`config.mk`:
```
export PLATFORM = sky130hd
export DESIGN_NAME = median_filter_moisture_calibrate_top
export DESIGN_NICKNAME = d
export VERILOG_FILES = /design/src/design/mfmc_pkg.sv /design/src/design/mfmc_sorter.sv /design/src/design/mfmc_divider.sv /design/src/design/median_filter_moisture_calibrate_top.sv
export SDC_FILE = /design/constraint.sdc
export NUM_CORES = 1
export LEC_CHECK = 0
export BUFFER_PORTS_ARGS = -buffer_cell sky130_fd_sc_hd__buf_2
export CAP_MARGIN = 20
export CORE_ASPECT_RATIO = 0.5
export CORE_MARGIN = 8
export CORE_UTILIZATION = 56
export DETAILED_ROUTE_END_ITERATION = 8
export PLACE_DENSITY = 0.73
export SKIP_CTS_REPAIR_TIMING = 1
export SYNTH_ARGS = -nofsm -noshare
export SYNTH_HDL_FRONTEND = slang
export SYNTH_SLANG_ARGS = --single-unit
```
`constraint.sdc`:
```
create_clock -name clock -period 11.2 [get_ports clock]
set_input_delay 1.12 -clock clock [delete_from_list [all_inputs] [get_ports clock]]
set_output_delay 1.12 -clock clock [all_outputs]
set_load 0.05 [all_outputs]
```
`src/design/mfmc_pkg.sv`:
```
package mfmc_pkg;

   // batch and channel setup
   localparam int SAMPLES_PER_READING = 8;
   localparam int CHANNEL_COUNT       = 4;

   // field widths
   localparam int SAMPLE_W = 12;
   localparam int CH_W     = 2;
   localparam int PCT_W    = 7;

   // calibration constants
   localparam int LEVEL_CH  = 4;
   localparam int DRY_RESET = 3000;
   localparam int WET_RESET = 1300;
   localparam int PCT_SCALE = 100;

   // counter widths
   localparam int CNT_W     = (SAMPLES_PER_READING > 1) ? $clog2(SAMPLES_PER_READING) : 1;
   localparam int NUM_W     = $clog2(((1 << SAMPLE_W) - 1) * PCT_SCALE + 1);
   localparam int DIV_CNT_W = $clog2(NUM_W);

   // configuration register indexes
   localparam int CSR_IDX_W = 3;
   localparam logic [CSR_IDX_W-1:0] REG_DRY_CH0 = 3'd0;
   localparam logic [CSR_IDX_W-1:0] REG_WET_CH0 = 3'd4;

   typedef struct packed {
      logic [CH_W-1:0]     sensor_channel;
      logic [SAMPLE_W-1:0] adc_sample;
   } req_type;

   typedef struct packed {
      logic [CH_W-1:0]     result_channel;
      logic [SAMPLE_W-1:0] median_reading;
      logic [PCT_W-1:0]    moisture_percent;
   } rsp_type;

   // sorter commands
   typedef struct packed {
      logic load;
      logic compare;
      logic rotate;
   } sort_ctrl_type;

   // divider status
   typedef struct packed {
      logic busy;
      logic done;
   } div_stat_type;

   typedef enum logic [2:0] {
      ST_IDLE,
      ST_SORT,
      ST_CALC,
      ST_DIV,
      ST_WAIT,
      ST_OUT
   } state_type;

endpackage

```
`src/design/mfmc_sorter.sv`:
```
module mfmc_sorter
   import mfmc_pkg::*;
(
   input  logic                clock,
   input  sort_ctrl_type       ctrl,
   input  logic [SAMPLE_W-1:0] sample,
   output logic [SAMPLE_W-1:0] median
);

   logic [SAMPLE_W-1:0] smp_ff [SAMPLES_PER_READING];
   logic [SAMPLE_W-1:0] smp_in [SAMPLES_PER_READING];
   logic [SAMPLE_W-1:0] lo;
   logic [SAMPLE_W-1:0] hi;
   logic [SAMPLE_W:0]   mid_sum;

   // shared compare unit on the two head entries
   always_comb begin
      if (smp_ff[0] > smp_ff[1]) begin
         lo = smp_ff[1];
         hi = smp_ff[0];
      end else begin
         lo = smp_ff[0];
         hi = smp_ff[1];
      end
   end

   // shift in, bubble step (larger stays at head) or plain rotate
   always_comb begin
      smp_in = smp_ff;
      priority if (ctrl.load) begin
         for (int i = 0; i < SAMPLES_PER_READING - 1; i++) smp_in[i] = smp_ff[i+1];
         smp_in[SAMPLES_PER_READING-1] = sample;
      end else if (ctrl.compare) begin
         smp_in[0] = hi;
         for (int i = 1; i < SAMPLES_PER_READING - 1; i++) smp_in[i] = smp_ff[i+1];
         smp_in[SAMPLES_PER_READING-1] = lo;
      end else if (ctrl.rotate) begin
         for (int i = 0; i < SAMPLES_PER_READING - 1; i++) smp_in[i] = smp_ff[i+1];
         smp_in[SAMPLES_PER_READING-1] = smp_ff[0];
      end else begin
         // hold the batch
         smp_in = smp_ff;
      end
   end

   always_ff @(posedge clock) begin
      smp_ff <= smp_in;
   end

   // median of the sorted batch
   always_comb begin
      if ((SAMPLES_PER_READING % 2) == 0) begin
         mid_sum = {1'b0, smp_ff[SAMPLES_PER_READING/2 - 1]}
                 + {1'b0, smp_ff[SAMPLES_PER_READING/2]};
      end else begin
         mid_sum = {smp_ff[SAMPLES_PER_READING/2], 1'b0};
      end
      median = mid_sum[SAMPLE_W:1];
   end

endmodule

```
`src/design/mfmc_divider.sv`:
```
module mfmc_divider
   import mfmc_pkg::*;
(
   input  logic                clock,
   input  logic                reset,
   input  logic                start,
   input  logic [NUM_W-1:0]    dividend,
   input  logic [SAMPLE_W-1:0] divisor,
   output logic [NUM_W-1:0]    quotient,
   output div_stat_type        stat
);

   logic [NUM_W-1:0]     quo_ff, quo_in;
   logic [SAMPLE_W-1:0]  rem_ff, rem_in;
   logic [SAMPLE_W-1:0]  dvs_ff, dvs_in;
   logic [DIV_CNT_W-1:0] cnt_ff, cnt_in;
   logic                 busy_ff, busy_in;
   logic                 done_ff, done_in;
   logic [SAMPLE_W:0]    trial;
   logic [SAMPLE_W:0]    diff;
   logic                 fits;

   // one restoring step per cycle
   always_comb begin
      trial = {rem_ff, quo_ff[NUM_W-1]};
      diff  = trial - {1'b0, dvs_ff};
      fits  = trial >= {1'b0, dvs_ff};
   end

   always_comb begin
      quo_in  = quo_ff;
      rem_in  = rem_ff;
      dvs_in  = dvs_ff;
      cnt_in  = cnt_ff;
      busy_in = busy_ff;
      done_in = 1'b0;
      if (start) begin
         quo_in  = dividend;
         rem_in  = '0;
         dvs_in  = divisor;
         cnt_in  = '0;
         busy_in = 1'b1;
      end else if (busy_ff) begin
         quo_in = {quo_ff[NUM_W-2:0], fits};
         rem_in = fits ? diff[SAMPLE_W-1:0] : trial[SAMPLE_W-1:0];
         cnt_in = cnt_ff + 1'b1;
         if (cnt_ff == DIV_CNT_W'(NUM_W - 1)) begin
            busy_in = 1'b0;
            done_in = 1'b1;
         end
      end
   end

   always_ff @(posedge clock) begin
      quo_ff <= quo_in;
      rem_ff <= rem_in;
      dvs_ff <= dvs_in;
      cnt_ff <= cnt_in;
      if (reset) begin
         busy_ff <= 1'b0;
         done_ff <= 1'b0;
      end else begin
         busy_ff <= busy_in;
         done_ff <= done_in;
      end
   end

   assign quotient  = quo_ff;
   assign stat.busy = busy_ff;
   assign stat.done = done_ff;

endmodule

```
`src/design/median_filter_moisture_calibrate_top.sv`:
```
// Batched median filter with per-channel linear moisture calibration.
// Input channel req_*: one 12-bit sample and its sensor channel per transaction.
// Every 8 samples form a batch tagged with the channel of its first sample.
// After the last sample the batch is sorted by one shared compare unit
// (7 bubble passes), the median is mapped to percent as
// (median-dry)*100/(wet-dry) by a restoring divider and clamped to
// 0..100; equal dry and wet levels give 0.
// Result channel rsp_*: one transaction per batch. req_stall is high from the
// last sample of a batch until its result is put in the output register.
// The result waits in an output register; the next batch may be collected
// while it waits, and a finished batch holds in place until that register
// is free.
// Configuration port csr_*: index 0..3 dry level, 4..7 wet level, channel 0..3.
// Write it only while the block is idle.
// Reset (synchronous) restores dry 3000, wet 1300 and empties the batch.
module median_filter_moisture_calibrate_top
   import mfmc_pkg::*;
(
   input  logic                 clock,
   input  logic                 reset,
   input  logic                 req_valid,
   output logic                 req_stall,
   input  req_type              req_data,
   output logic                 rsp_valid,
   input  logic                 rsp_stall,
   output rsp_type              rsp_data,
   input  logic                 csr_we,
   input  logic [CSR_IDX_W-1:0] csr_index,
   input  logic [SAMPLE_W-1:0]  csr_wdata
);

   state_type           state_ff, state_in;
   logic [CNT_W-1:0]    cnt_ff, cnt_in;
   logic [CNT_W-1:0]    step_ff, step_in;
   logic [CNT_W-1:0]    pass_ff, pass_in;
   logic [CH_W-1:0]     batch_ch_ff, batch_ch_in;
   logic [SAMPLE_W-1:0] med_ff, med_in;
   logic [SAMPLE_W-1:0] num_mag_ff, num_mag_in;
   logic                num_neg_ff, num_neg_in;
   logic [SAMPLE_W-1:0] den_mag_ff, den_mag_in;
   logic                den_neg_ff, den_neg_in;
   logic                den_zero_ff, den_zero_in;
   logic                ch_bad_ff, ch_bad_in;
   logic                rsp_valid_ff, rsp_valid_in;
   rsp_type             rsp_data_ff, rsp_data_in;
   logic [SAMPLE_W-1:0] dry_ff [LEVEL_CH];
   logic [SAMPLE_W-1:0] wet_ff [LEVEL_CH];

   sort_ctrl_type       sort_ctrl;
   logic [SAMPLE_W-1:0] median;
   logic                div_start;
   logic [NUM_W-1:0]    quotient;
   div_stat_type        div_stat;
   logic                req_take;
   logic                rsp_free;
   logic [SAMPLE_W:0]   num_diff;
   logic [SAMPLE_W:0]   den_diff;
   logic [SAMPLE_W:0]   num_abs;
   logic [SAMPLE_W:0]   den_abs;
   logic [PCT_W-1:0]    pct;

   mfmc_sorter u_sorter (
      .clock  (clock),
      .ctrl   (sort_ctrl),
      .sample (req_data.adc_sample),
      .median (median)
   );

   mfmc_divider u_divider (
      .clock    (clock),
      .reset    (reset),
      .start    (div_start),
      .dividend (NUM_W'(num_mag_ff) * NUM_W'(PCT_SCALE)),
      .divisor  (den_mag_ff),
      .quotient (quotient),
      .stat     (div_stat)
   );

   // calibration registers
   always_ff @(posedge clock) begin
      if (reset) begin
         for (int i = 0; i < LEVEL_CH; i++) begin
            dry_ff[i] <= SAMPLE_W'(DRY_RESET);
            wet_ff[i] <= SAMPLE_W'(WET_RESET);
         end
      end else if (csr_we) begin
         if (csr_index < REG_WET_CH0) begin
            dry_ff[csr_index[1:0] - REG_DRY_CH0[1:0]] <= csr_wdata;
         end else begin
            wet_ff[csr_index[1:0] - REG_WET_CH0[1:0]] <= csr_wdata;
         end
      end
   end

   // signed differences as sign and magnitude
   always_comb begin
      num_diff = {1'b0, median} - {1'b0, dry_ff[batch_ch_ff]};
      den_diff = {1'b0, wet_ff[batch_ch_ff]} - {1'b0, dry_ff[batch_ch_ff]};
      num_abs  = num_diff[SAMPLE_W] ? -num_diff : num_diff;
      den_abs  = den_diff[SAMPLE_W] ? -den_diff : den_diff;
   end

   // clamp the quotient into percent
   always_comb begin
      if (den_zero_ff || ch_bad_ff || (num_neg_ff != den_neg_ff)) begin
         pct = '0;
      end else if (quotient > NUM_W'(PCT_SCALE)) begin
         pct = PCT_W'(PCT_SCALE);
      end else begin
         pct = quotient[PCT_W-1:0];
      end
   end

   // input is open only while collecting a batch
   assign req_stall = (state_ff != ST_IDLE);
   assign req_take  = req_valid && !req_stall;
   assign rsp_free  = !rsp_valid_ff || !rsp_stall;

   // sequencer
   always_comb begin
      state_in     = state_ff;
      cnt_in       = cnt_ff;
      step_in      = step_ff;
      pass_in      = pass_ff;
      batch_ch_in  = batch_ch_ff;
      med_in       = med_ff;
      num_mag_in   = num_mag_ff;
      num_neg_in   = num_neg_ff;
      den_mag_in   = den_mag_ff;
      den_neg_in   = den_neg_ff;
      den_zero_in  = den_zero_ff;
      ch_bad_in    = ch_bad_ff;
      rsp_valid_in = rsp_valid_ff && rsp_stall;
      rsp_data_in  = rsp_data_ff;
      sort_ctrl    = '0;
      div_start    = 1'b0;
      unique case (state_ff)
         ST_IDLE: begin
            if (req_take) begin
               sort_ctrl.load = 1'b1;
               if (cnt_ff == '0) begin
                  batch_ch_in = req_data.sensor_channel;
               end
               if (cnt_ff == CNT_W'(SAMPLES_PER_READING - 1)) begin
                  cnt_in   = '0;
                  step_in  = '0;
                  pass_in  = '0;
                  state_in = (SAMPLES_PER_READING > 1) ? ST_SORT : ST_CALC;
               end else begin
                  cnt_in = cnt_ff + 1'b1;
               end
            end
         end
         ST_SORT: begin
            if (step_ff == CNT_W'(SAMPLES_PER_READING - 1)) begin
               sort_ctrl.rotate = 1'b1;
               step_in = '0;
               if (pass_ff == CNT_W'(SAMPLES_PER_READING - 2)) begin
                  state_in = ST_CALC;
               end else begin
                  pass_in = pass_ff + 1'b1;
               end
            end else begin
               sort_ctrl.compare = 1'b1;
               step_in = step_ff + 1'b1;
            end
         end
         ST_CALC: begin
            med_in      = median;
            num_neg_in  = num_diff[SAMPLE_W];
            num_mag_in  = num_abs[SAMPLE_W-1:0];
            den_neg_in  = den_diff[SAMPLE_W];
            den_mag_in  = den_abs[SAMPLE_W-1:0];
            den_zero_in = (den_diff == '0);
            ch_bad_in   = (32'(batch_ch_ff) >= CHANNEL_COUNT);
            state_in    = ST_DIV;
         end
         ST_DIV: begin
            div_start = 1'b1;
            state_in  = ST_WAIT;
         end
         ST_WAIT: begin
            if (div_stat.done && !div_stat.busy) begin
               state_in = ST_OUT;
            end
         end
         ST_OUT: begin
            if (rsp_free) begin
               rsp_valid_in                 = 1'b1;
               rsp_data_in.result_channel   = batch_ch_ff;
               rsp_data_in.median_reading   = med_ff;
               rsp_data_in.moisture_percent = pct;
               state_in                     = ST_IDLE;
            end
         end
         default: begin
            state_in = ST_IDLE;
         end
      endcase
   end

   // control state
   always_ff @(posedge clock) begin
      if (reset) begin
         state_ff     <= ST_IDLE;
         cnt_ff       <= '0;
         step_ff      <= '0;
         pass_ff      <= '0;
         batch_ch_ff  <= '0;
         rsp_valid_ff <= 1'b0;
      end else begin
         state_ff     <= state_in;
         cnt_ff       <= cnt_in;
         step_ff      <= step_in;
         pass_ff      <= pass_in;
         batch_ch_ff  <= batch_ch_in;
         rsp_valid_ff <= rsp_valid_in;
      end
   end

   // datapath holding registers
   always_ff @(posedge clock) begin
      med_ff      <= med_in;
      num_mag_ff  <= num_mag_in;
      num_neg_ff  <= num_neg_in;
      den_mag_ff  <= den_mag_in;
      den_neg_ff  <= den_neg_in;
      den_zero_ff <= den_zero_in;
      ch_bad_ff   <= ch_bad_in;
      rsp_data_ff <= rsp_data_in;
   end

   assign rsp_valid = rsp_valid_ff;
   assign rsp_data  = rsp_data_ff;

endmodule
```
==> run summary <==
The congestion estimate from routability-driven global placement came to 0.813. The share of the cycle needed by the critical path after routing is 0.449. The total power density per cell area came out at 215 nW/um2.

The die span in y came out at 135 um. The transition time at the pin with the least slew margin is 1.07 ns. Counting flops with an async set or reset pin after synthesis yields a share of 0. Input and output buffers added on the ports amount to 56. After detailed routing, the number of vias per cell comes to 5.62. The type of origin of the critical path is a flop. CTS built an H-tree with a depth of 1. The first detailed-routing pass took 6 iterations. The initial antenna violation count is 0.

The buffering stage count on the worst path with inverters included came out at 0. For this run, the total global-route usage over all layers was measured as 0.180. The launching point of the worst reg2reg path is u_sorter.smp_ff[36]$_DFFE_PP_. The met2 demand-to-capacity share in global routing is 0.286. The number of clock buffers inserted by TritonCTS is 29. The worst clock skew came out at 0.0143 ns. The worst hold path endpoint is u_divider.dvs_ff[3]$_DFFE_PP_. The clock latency on the worst-skew pair came out at 0.58 ns.

The total detailed-routing wirelength is 30.8 mm. The sequential share of the synthesized area came out at 0.584. The maximum fanout encountered on the critical timing path came out at 13.

The number of hold-slack violations in the final timing report is 0. The signed area change from the synthesized netlist to the final layout is 10.8%. TritonCTS built the clock tree. The critical path goes through and2_1 > fa_1 > a21o_1 > a21oi_1 > o21bai_1 > a21oi_1 > nor2b_1 > o21a_1 > o21ai_0 > nand2b_1 > a21oi_1 > xnor2_1 > ha_1 > or3_1 > o21ai_0 > a21oi_1 > a31oi_1 > o31a_1 > xnor3_1. The area of the core is 27700 um2. Clock-pin slew was measured on the worst setup and hold paths at 0.06 ns. The die is 253 um wide. For this run the aggregate overflow at the end of global routing stands at 0. The run finished with clean final reports. The largest individual stage delay along the critical path comes from the cell sky130_fd_sc_hd__a31oi_1. The floorplan has 43 rows. Timing would allow up to 199 MHz. VDD sags by at most 0.139 mV.

The detailed-route DRC error count is 0. The number of global-route vias before repair is 9428. After filler insertion, the fill cell instance count of the layout stands at 2065. The count of state elements after synthesis came out at 319. The signal arrival time at the worst endpoint is 5.33 ns. In this run the critical register-to-register path is captured at num_mag_ff[11]$_DFFE_PN_. The final count of pins violating max slew came to 0. The number of antenna cells inserted is 0. The warning count from the yosys run is 0. At the end of the flow, the number of nets in the layout was 1444. Hold is met by 0.418 ns. The tightest min-delay check is of the reg -> reg type.

Across all register-to-register paths, the minimum setup slack is 6.17 ns. The die covers 34100 um2. For met1 alone, demand over resource in global routing was 0.259.

The worst reg-to-reg path cell count came out at 19. The mean cell area of the mapped netlist is 12.9 um2. The number of design-rule violations left by the first detailed-router iteration came out at 727. The number of clock sinks came out at 319. The via total after detailed routing came out at 9520. The category of cells accounting for the largest share of critical-path delay is compound AO/OA/AOI/OAI gates.

For this run, global-route usage on met3 was measured as 0.0295. The data required time at the worst endpoint came out at 11.50 ns. In the final routed layout, each cell accounts on average for 18.2 um.

The buffer type at the clock tree root is sky130_fd_sc_hd__clkbuf_16. The post-synthesis net count is 1380. The number of enable flip-flop cells after synthesis is 281.

The layout cell share with drive strength beyond 1 is 0.117. The reported leakage power is 0.00681 uW. STA classifies the critical path endpoint as a flop. In this run the most critical hold path is launched from den_mag_ff[3]$_DFFE_PN_. The largest incremental delay on the critical path came out at 0.74 ns. The maximum buffer depth of the clock tree is 3. For this design the top-level I/O count stands at 57.

The worst setup path is of the reg -> reg kind. Entering global routing, the biggest net connects 85 pins. The most used flip-flop cell after synthesis is sky130_fd_sc_hd__edfxtp_1. The number of cells on the worst hold path is 0. For this configuration, the core starts out at a cell density of 0.569. Max-cap violations in this run came to 0.

After global routing, the most crowded layer is met2. The count of antenna-violating nets left after detailed routing came out at 0. The headroom to the max-slew limit came out at 0.285. The first global-routing pass estimated 49.1 mm of wire. The most numerous cell on the critical path is sky130_fd_sc_hd__a21oi_1. The post-synthesis cell area is 15700 um2. The post-synthesis cell type count came out at 67.

The detailed-placement wirelength estimate is 21.7 mm. The final critical path time including I/O delays and setup is 5.03 ns. The number of cells produced by synthesis is 1225. Tracing the worst setup path back leads to its startpoint at u_sorter.smp_ff[36]$_DFFE_PP_. Setup repair after global routing left no endpoint under its margin. Setup total negative slack on the finished layout was measured at 0 ns.

The setup-violating endpoint count in the final report came out at 0.
## how the worst max path moves through the flow
stage	endpoint	slack [ns]	cells after the start
detailed placement	num_mag_ff[11]$_DFFE_PN_	6.26	19
floorplan	num_mag_ff[11]$_DFFE_PN_	6.61	15
global placement	num_mag_ff[11]$_DFFE_PN_	6.47	19
global route	num_mag_ff[11]$_DFFE_PN_	5.72	19
finish	num_mag_ff[11]$_DFFE_PN_	6.17	19
CTS	num_mag_ff[11]$_DFFE_PN_	6.18	19
## flip-flops by register name, summed over array words and instances, names as in the netlist, 2 cells and up, named ones only
register / count
u_divider.dvs_ff: 12
num_mag_ff: 12
rsp_data: 21
med_ff: 12
u_sorter.smp_ff: 96
step_ff: 3
state_ff: 3
u_divider.cnt_ff: 5
cnt_ff: 3
u_divider.rem_ff: 12
wet_ff: 48
u_divider.quotient: 19
dry_ff: 48
pass_ff: 3
batch_ch_ff: 2
den_mag_ff: 12
## per-stage QoR
step | util | power [uW] | setup WS (ns) | std cells | area [um2]
after global placement | 0.596 | 2710 | 6.47 | 1640 | 16500
after global routing | 0.631 | 3960 | 5.72 | 1694 | 17400
after detailed placement | 0.596 | 2760 | 6.26 | 1640 | 16500
final | 0.631 | 3760 | 6.17 | 1694 | 17400
after floorplan | - | 2490 | 6.61 | 1225 | 15700
after CTS | 0.631 | 3770 | 6.18 | 1694 | 17400
## power by group
| part | leakage (uW) | internal (uW) | switching [uW] |
|---|---|---|---|
| Combinational | 0.00334 | 491 | 664 |
| Sequential | 0.00300 | 1530 | 65.8 |
| Clock | 0.000468 | 563 | 445 |
| Total | 0.00681 | 2580 | 1170 |
## cells in the mapped netlist, drive strengths merged, types with 18 or more instances
library cell | number | area share
nor3 | 19 | 0.0070
nand2b | 36 | 0.014
nor2 | 66 | 0.016
mux4 | 23 | 0.033
a21oi | 60 | 0.019
clkbuf | 28 | 0.0067
a21o | 20 | 0.0095
edfxtp | 281 | 0.54
mux2i | 25 | 0.016
or3 | 31 | 0.013
inv | 96 | 0.023
xor2 | 26 | 0.014
and3 | 18 | 0.0072
ha | 110 | 0.087
dfxtp | 38 | 0.048
nand2 | 67 | 0.016
o21ai | 48 | 0.015
nand3 | 18 | 0.0057
and2 | 42 | 0.017
xnor2 | 47 | 0.026
## worst reg2reg max path, cell delays in order (launching register included)
cell and delay, ns:
sky130_fd_sc_hd__edfxtp_1 0.41, sky130_fd_sc_hd__and2_1 0.19, sky130_fd_sc_hd__fa_1 0.41, sky130_fd_sc_hd__a21o_1 0.20, sky130_fd_sc_hd__a21oi_1 0.26, sky130_fd_sc_hd__o21bai_1 0.10
sky130_fd_sc_hd__a21oi_1 0.23, sky130_fd_sc_hd__nor2b_1 0.07, sky130_fd_sc_hd__o21a_1 0.19, sky130_fd_sc_hd__o21ai_0 0.15, sky130_fd_sc_hd__nand2b_1 0.07, sky130_fd_sc_hd__a21oi_1 0.23
sky130_fd_sc_hd__xnor2_1 0.14, sky130_fd_sc_hd__ha_1 0.23, sky130_fd_sc_hd__or3_1 0.38, sky130_fd_sc_hd__o21ai_0 0.08, sky130_fd_sc_hd__a21oi_1 0.08, sky130_fd_sc_hd__a31oi_1 0.74
sky130_fd_sc_hd__o31a_1 0.28, sky130_fd_sc_hd__xnor3_1 0.32
## cells in the final DEF, fill, tap and decap left out, drive strengths merged, types with 3 or more instances in the layout
master / instances
xnor2: 47
nand4: 8
o21ai: 48
inv: 98
ha: 110
xor2: 26
o31a: 3
nand3: 18
and3: 18
or3: 31
nor2: 66
dfxtp: 38
a31oi: 7
clkinv: 12
o31ai: 5
nor2b: 12
and2: 42
or2: 9
nand2b: 36
nor4: 6
nand2: 67
clkbuf: 35
mux2i: 25
buf: 68
edfxtp: 281
a41oi: 3
o21bai: 8
nor3: 19
a21oi: 60
mux4: 23
fa: 11
o21a: 10
bufinv: 3
a21o: 20
## per-layer routing
layer / wire length, um / share of wire
met1: 14500 / 0.47
met2: 14000 / 0.45
met3: 1820 / 0.059
met4: 511 / 0.017
met5: 0 / 0
## cell families after synthesis
group / count (synthesis) / synth area share
AND/OR/NAND/NOR: 342 / 0.115
flip-flops: 319 / 0.584
AO/OA/AOI/OAI: 187 / 0.0754
buffers and inverters: 131 / 0.0314
adder cells (fa/ha/maj): 122 / 0.102
XOR/XNOR: 74 / 0.0420
multiplexers: 50 / 0.0502
## cell type report
type                       count  area [um2]  area share
inverter                      96         360      0.0207
clock inverter                19         196      0.0113
clock buffer                  35         768      0.0440
sequential                   319        9200       0.527
timing repair buffer          68         370      0.0212
multi-input combinational    775        6080       0.348
tap                          382         478      0.0274
Power figures use the tool's default switching activity.
